## src/hdl/psk_pkg.sv

```systemverilog
`default_nettype none

package psk_pkg;

	localparam int DEPTH      = 1024;
	localparam int MAX_SELECT = 64;
	localparam int ADDR_W     = $clog2(DEPTH);
	localparam int CNT_W      = $clog2(DEPTH + 1);
	localparam int DATA_W     = 32;
	localparam int SEL_W      = 7;
	localparam int RANK_W     = 6;

	localparam logic [SEL_W-1:0] SEL_RESET = SEL_W'(8);

	typedef enum logic [2:0] {
		ST_LOAD,
		ST_HEAD,
		ST_SCAN,
		ST_DRAIN,
		ST_EMIT
	} psk_state_t;

	typedef enum logic [1:0] {
		TAG_NONE,
		TAG_HEAD,
		TAG_CMP
	} psk_tag_t;

	typedef struct packed {
		logic load_en;
		logic head;
		logic scan;
		logic emit;
		logic finish;
	} psk_cmd_t;

	typedef struct packed {
		logic close_go;
		logic scan_end;
		logic out_free;
		logic pass_last;
		logic swap;
	} psk_stat_t;

endpackage

`default_nettype wire

```

## src/hdl/psk_ctrl.sv

```systemverilog
`default_nettype none

module psk_ctrl (
	input  wire logic               clk,
	input  wire logic               arst_n,
	input  wire psk_pkg::psk_stat_t stat,
	output psk_pkg::psk_cmd_t       cmd
);

	import psk_pkg::*;

	psk_state_t state_q;
	psk_state_t state_d;

	always_ff @(posedge clk or negedge arst_n) begin
		if (!arst_n) begin
			state_q <= ST_LOAD;
		end else begin
			state_q <= state_d;
		end
	end

	always_comb begin
		state_d = state_q;
		unique case (state_q)
			ST_LOAD: begin
				if (stat.close_go) begin
					state_d = ST_HEAD;
				end
			end
			ST_HEAD: begin
				state_d = ST_SCAN;
			end
			ST_SCAN: begin
				if (stat.scan_end) begin
					state_d = ST_DRAIN;
				end
			end
			ST_DRAIN: begin
				state_d = ST_EMIT;
			end
			ST_EMIT: begin
				if (stat.out_free) begin
					state_d = stat.pass_last ? ST_LOAD : ST_HEAD;
				end
			end
			default: begin
				state_d = ST_LOAD;
			end
		endcase
	end

	always_comb begin
		cmd = '0;
		unique case (state_q)
			ST_LOAD: begin
				cmd.load_en = 1'b1;
			end
			ST_HEAD: begin
				cmd.head = 1'b1;
			end
			ST_SCAN: begin
				cmd.scan = 1'b1;
			end
			ST_DRAIN: begin
				cmd = '0;
			end
			ST_EMIT: begin
				cmd.emit   = stat.out_free;
				cmd.finish = stat.out_free & stat.pass_last;
			end
			default: begin
				cmd = '0;
			end
		endcase
	end

endmodule

`default_nettype wire

```

## config.mk

```make
export PLATFORM = sky130hd
export DESIGN_NAME = psk_ctrl
export DESIGN_NICKNAME = d
export VERILOG_FILES = /design/src/hdl/psk_pkg.sv /design/src/hdl/psk_ctrl.sv
export SDC_FILE = /design/constraint.sdc
export NUM_CORES = 1
export LEC_CHECK = 0
export ABC_AREA = 1
export BUFFER_PORTS_ARGS = -buffer_cell sky130_fd_sc_hd__buf_2
export CAP_MARGIN = 30
export CELL_PAD_IN_SITES_DETAIL_PLACEMENT = 1
export CELL_PAD_IN_SITES_GLOBAL_PLACEMENT = 1
export CORE_AREA = 5 5 42 44
export CTS_CLUSTER_DIAMETER = 80
export DETAILED_ROUTE_END_ITERATION = 7
export DIE_AREA = 0 0 47 49
export GPL_TIMING_DRIVEN = 0
export HOLD_SLACK_MARGIN = 0.12
export PLACE_DENSITY_LB_ADDON = 0.08
export RECOVER_POWER = 25
export SLEW_MARGIN = 25
export SYNTH_ARGS = -nofsm -noshare
export SYNTH_HDL_FRONTEND = slang
export SYNTH_SLANG_ARGS = --single-unit
export TNS_END_PERCENT = 1
```

## constraint.sdc

```tcl
create_clock -name clk -period 1.2 [get_ports clk]
set_input_delay 0.06 -clock clk [delete_from_list [all_inputs] [get_ports clk]]
set_output_delay 0.06 -clock clk [all_outputs]
set_load 0.01 [all_outputs]
```

# --- After elaboration in Yosys (flattened, before gate mapping) ---
# Cells that the tools add are included.
op_classes:
  n_eq_ne: 7
  mux: 9
  bitwise: 1
  reduce_logical: 2
ops:
  columns: ["op", "count"]
  rows:
  - ["case mux 3 bit (5 select lines)", 1]
  - ["2-to-1 mux 3 bit", 3]
  - ["== test 3 x 2 -> 1 bit (second input constant)", 2]
  - ["!= test 2 bit (second input constant)", 3]
  - ["2-to-1 mux 1 bit", 4]
  - ["== test 3 x 1 -> 1 bit (second input constant)", 1]
  - ["== test 3 bit (second input constant)", 1]
  - ["logical NOT 3 bit", 1]
  - ["AND reduction 3 bit", 1]
  - ["2-to-1 mux 2 bit", 1]
  - ["bitwise AND 1 bit", 1]
totals:
  register_bits: 3
  in_bits: 7
  out_inout_bits: 5
  wordCells: 20

# --- Logic depth before layout (Yosys ltp) ---
depth:
  ltp_word: 3
  depth_mapped: 4
  ltp_nobuf: 4

# --- Worst setup path after synthesis ---
# No wires, ideal clock.
synth_timing:
  path_kind: "register to output"
  from: "register state_q[1]"
  to: "output port cmd[0] (netlist name)"
  t_arrival_ps: 861
  path_slack_ps: 279
  path_stages_with_launch: 4
  path_buffers: 0
  cell_sequence: "dfrtp_1 -> nor2_2 -> nand2_1 -> nor3_2"
synth_rtl:
  columns: ["item", "line", "text"]
  rows:
  - ["start: declaration", "psk_ctrl.sv:12", "psk_state_t state_q;"]
  - ["start signal: assignment", "psk_ctrl.sv:19", "state_q <= state_d;"]
  - ["end: declaration", "psk_ctrl.sv:7", "output psk_pkg::psk_cmd_t cmd"]

==> metrics <==
status=finished, final reports clean; most frequent cells in the layout=9 x buf_2, 6 x inv_1, 4 x nand3_1; layout cells sized above 1=between 50% and 60%; core footprint=0.001401 mm2; number of hold violations in the final report=0; hpwl dp=between 400 and 500 um; Routed WL=~600 um; GPL Wtd Cong=0.6498; Seq/Total Area, Yosys=approximately two fifths; final net count=53; ANT cells=0; Crit. End Element=output port; CTS tree=done; Post-Syn Area=around 190 um2; antenna viol nets, final=0; YS warnings=0; die area=between 0.002 and 0.0025 mm2; CP max FO=4; PortBufs=10; Die Ht=49 um; mean area per synthesized cell=between 6 and 7 um2; syn_nets=34; switching power=~360 uW; Die Wd=~47 um; initial antenna violation count=0; Area Overhead vs Synth=76.16%; wire per inst=about 9.8 um; cell taking the most area after synthesis=dfrtp_1; drt first pass iters=1; global route overflow=0; Via density=roughly 3.8; clock power share=between 20 and 25%; Power Dens Cells=roughly 2600 mW/mm2; slew margin rel.=~90%; Num Clock Sinks=3; capturing point of the worst reg2reg path=state_q[0]$_DFFE_PN0P_; Sequential Power Share=~27%; max-slew violations=0; R2R depth=5; logic gate share of total power=52.7%; Worst Tran Pin Value=149.6 ps; Reg clk slew, reported paths=~40 ps; largest net degree at the start of global routing=7; num ports=12; Cell Int Power=496.9 uW; Vias=approximately 230; Leak=0.0001811 uW; commonest non-fill, non-tap cell in the layout=buf_2; Max clock buf depth=2; max_cap viols=0; top cells by area, synth=dfrtp_1 40%, inv_1 12%, nand3_1 11%; worst skew pair latency=230 ps; top-area cell type share of the netlist area=about two fifths; first-pass GRT wire length=1055 um; CTS buffer count=3; total track usage=roughly 6.5%; # DRC=0; fmax=between 800 and 900 MHz; final cell utilization of the core=approximately a quarter; startpoint types=flip-flop; worst setup path category=flip-flop to output port; Largest register FFs=3; unrepaired setup endpoints after global routing=true; clock root cell=clkbuf_4; Final WS setup=~1.6 ps; post-synth cell types=11; vias in the first global route=between 200 and 300; Critical Path RT=~1100 ps; Hold Crit Class=input port to async pin; Largest regs=state_q x3; drt initial violations=0; Starting Density=between 10% and 20%; Peak VDD IR=0.7124 mV; row cnt=14; Tcrit/Tclk final=approximately 100%; Fin Setup TNS=0 ps; Most flops, register=state_q; R2R Setup Slk=about 200 ps; FF-to-FF Start=state_q[0]$_DFFE_PN0P_; Yosys reg bits=3; pre-CTS setup slack=around 95 ps; clock period minus worst slack=between 1000 and 1500 ps; Mapped Cells=27; H-tree depth=1; Clock Skews=between 1.5 and 2 ps; Final Setup Violations=0; sw frac=between 40% and 50%; crit path DAT=1140 ps
-- synth_stat cells --
library cell	count
o21ai_0	1
nor2_1	4
nand2_1	4
nor2_2	1
inv_1	6
nor3_2	1
nand3_2	1
nor3_1	1
a21oi_1	1
dfrtp_1	3
nand3_1	4
-- logic make-up (layout without fill, tap and decap cells) --
logic type | after synthesis | after routing | share of synthesized area [%]
AO/OA/AOI/OAI | 2 | 2 | 5.293
buffers and inverters | 6 | 24 | 11.92
flip-flops | 3 | 3 | 39.73
AND/OR/NAND/NOR | 16 | 16 | 43.04
-- worst max-delay path, cell delays in order, from the launching register on --
cell     delay [ps]
dfrtp_2         430
nor2_4          150
nand2_2          80
nor3_2          100
buf_2           150
-- worst max-delay path by stage --
stage	startpoint	to	slack, ps	depth (start not counted)
floorplan	state_q[1]$_DFFE_PN0P_	cmd[0]	280	3
global placement	state_q[1]$_DFFE_PN0P_	cmd[0]	150	4
detailed placement	state_q[1]$_DFFE_PN0P_	cmd[0]	90	4
CTS	state_q[2]$_DFFE_PN0P_	cmd[2]	-40	4
global route	state_q[1]$_DFFE_PN0P_	cmd[4]	-70	3
finish	state_q[0]$_DFFE_PN0P_	cmd[0]	2	4
-- power groups by stage --
stage | clock (uW) | sequential, uW | combinational (uW)
final | 173 | 232 | 451
after global routing | 192 | 242 | 519
after CTS | 186 | 224 | 423
after detailed placement | 0 | 234 | 334
after global placement | 0 | 234 | 333
after floorplan | 0 | 214 | 219
-- what timing repair did --
action                     CTS  global route
pin swaps                    0             2
cloned                       0             0
hold buffers                 1             0
setup buffers                2             1
resized for setup            3             4
setup endpoints to repair    3             5
hold endpoints to repair     3             0
-- layout make-up --
type / instances / area (um2)
Sequential cell: 3 / 78.83
Tap cell: 16 / 20.02
Timing Repair Buffer: 14 / 81.33
Clock buffer: 4 / 26.28
Fill cell: 188 / 1069
Inverter: 6 / 22.52
Multi-Input combinational cell: 18 / 103.9
-- through the flow --
step / hold slack [ps] / area [um2] / instances / total power [uW]
finish: 158.0 / 332.8 / 61 / 856.2
global route: 183.7 / 332.8 / 61 / 953.5
CTS: 146.5 / 317.8 / 60 / 832.8
detailed placement: -142.8 / 259.0 / 53 / 568.4
global placement: -143.7 / 259.0 / 53 / 567.9
floorplan: -235.6 / 188.9 / 27 / 433.3
-- layer usage --
metal / global-route usage [%] / part of all wire (%)
met5: 0 / 0
met2: 9.050 / 55
met4: 5.530 / 0
met1: 8.204 / 42
met3: 1.107 / 3.0
No activity file was read; power rests on OpenSTA's default activity.
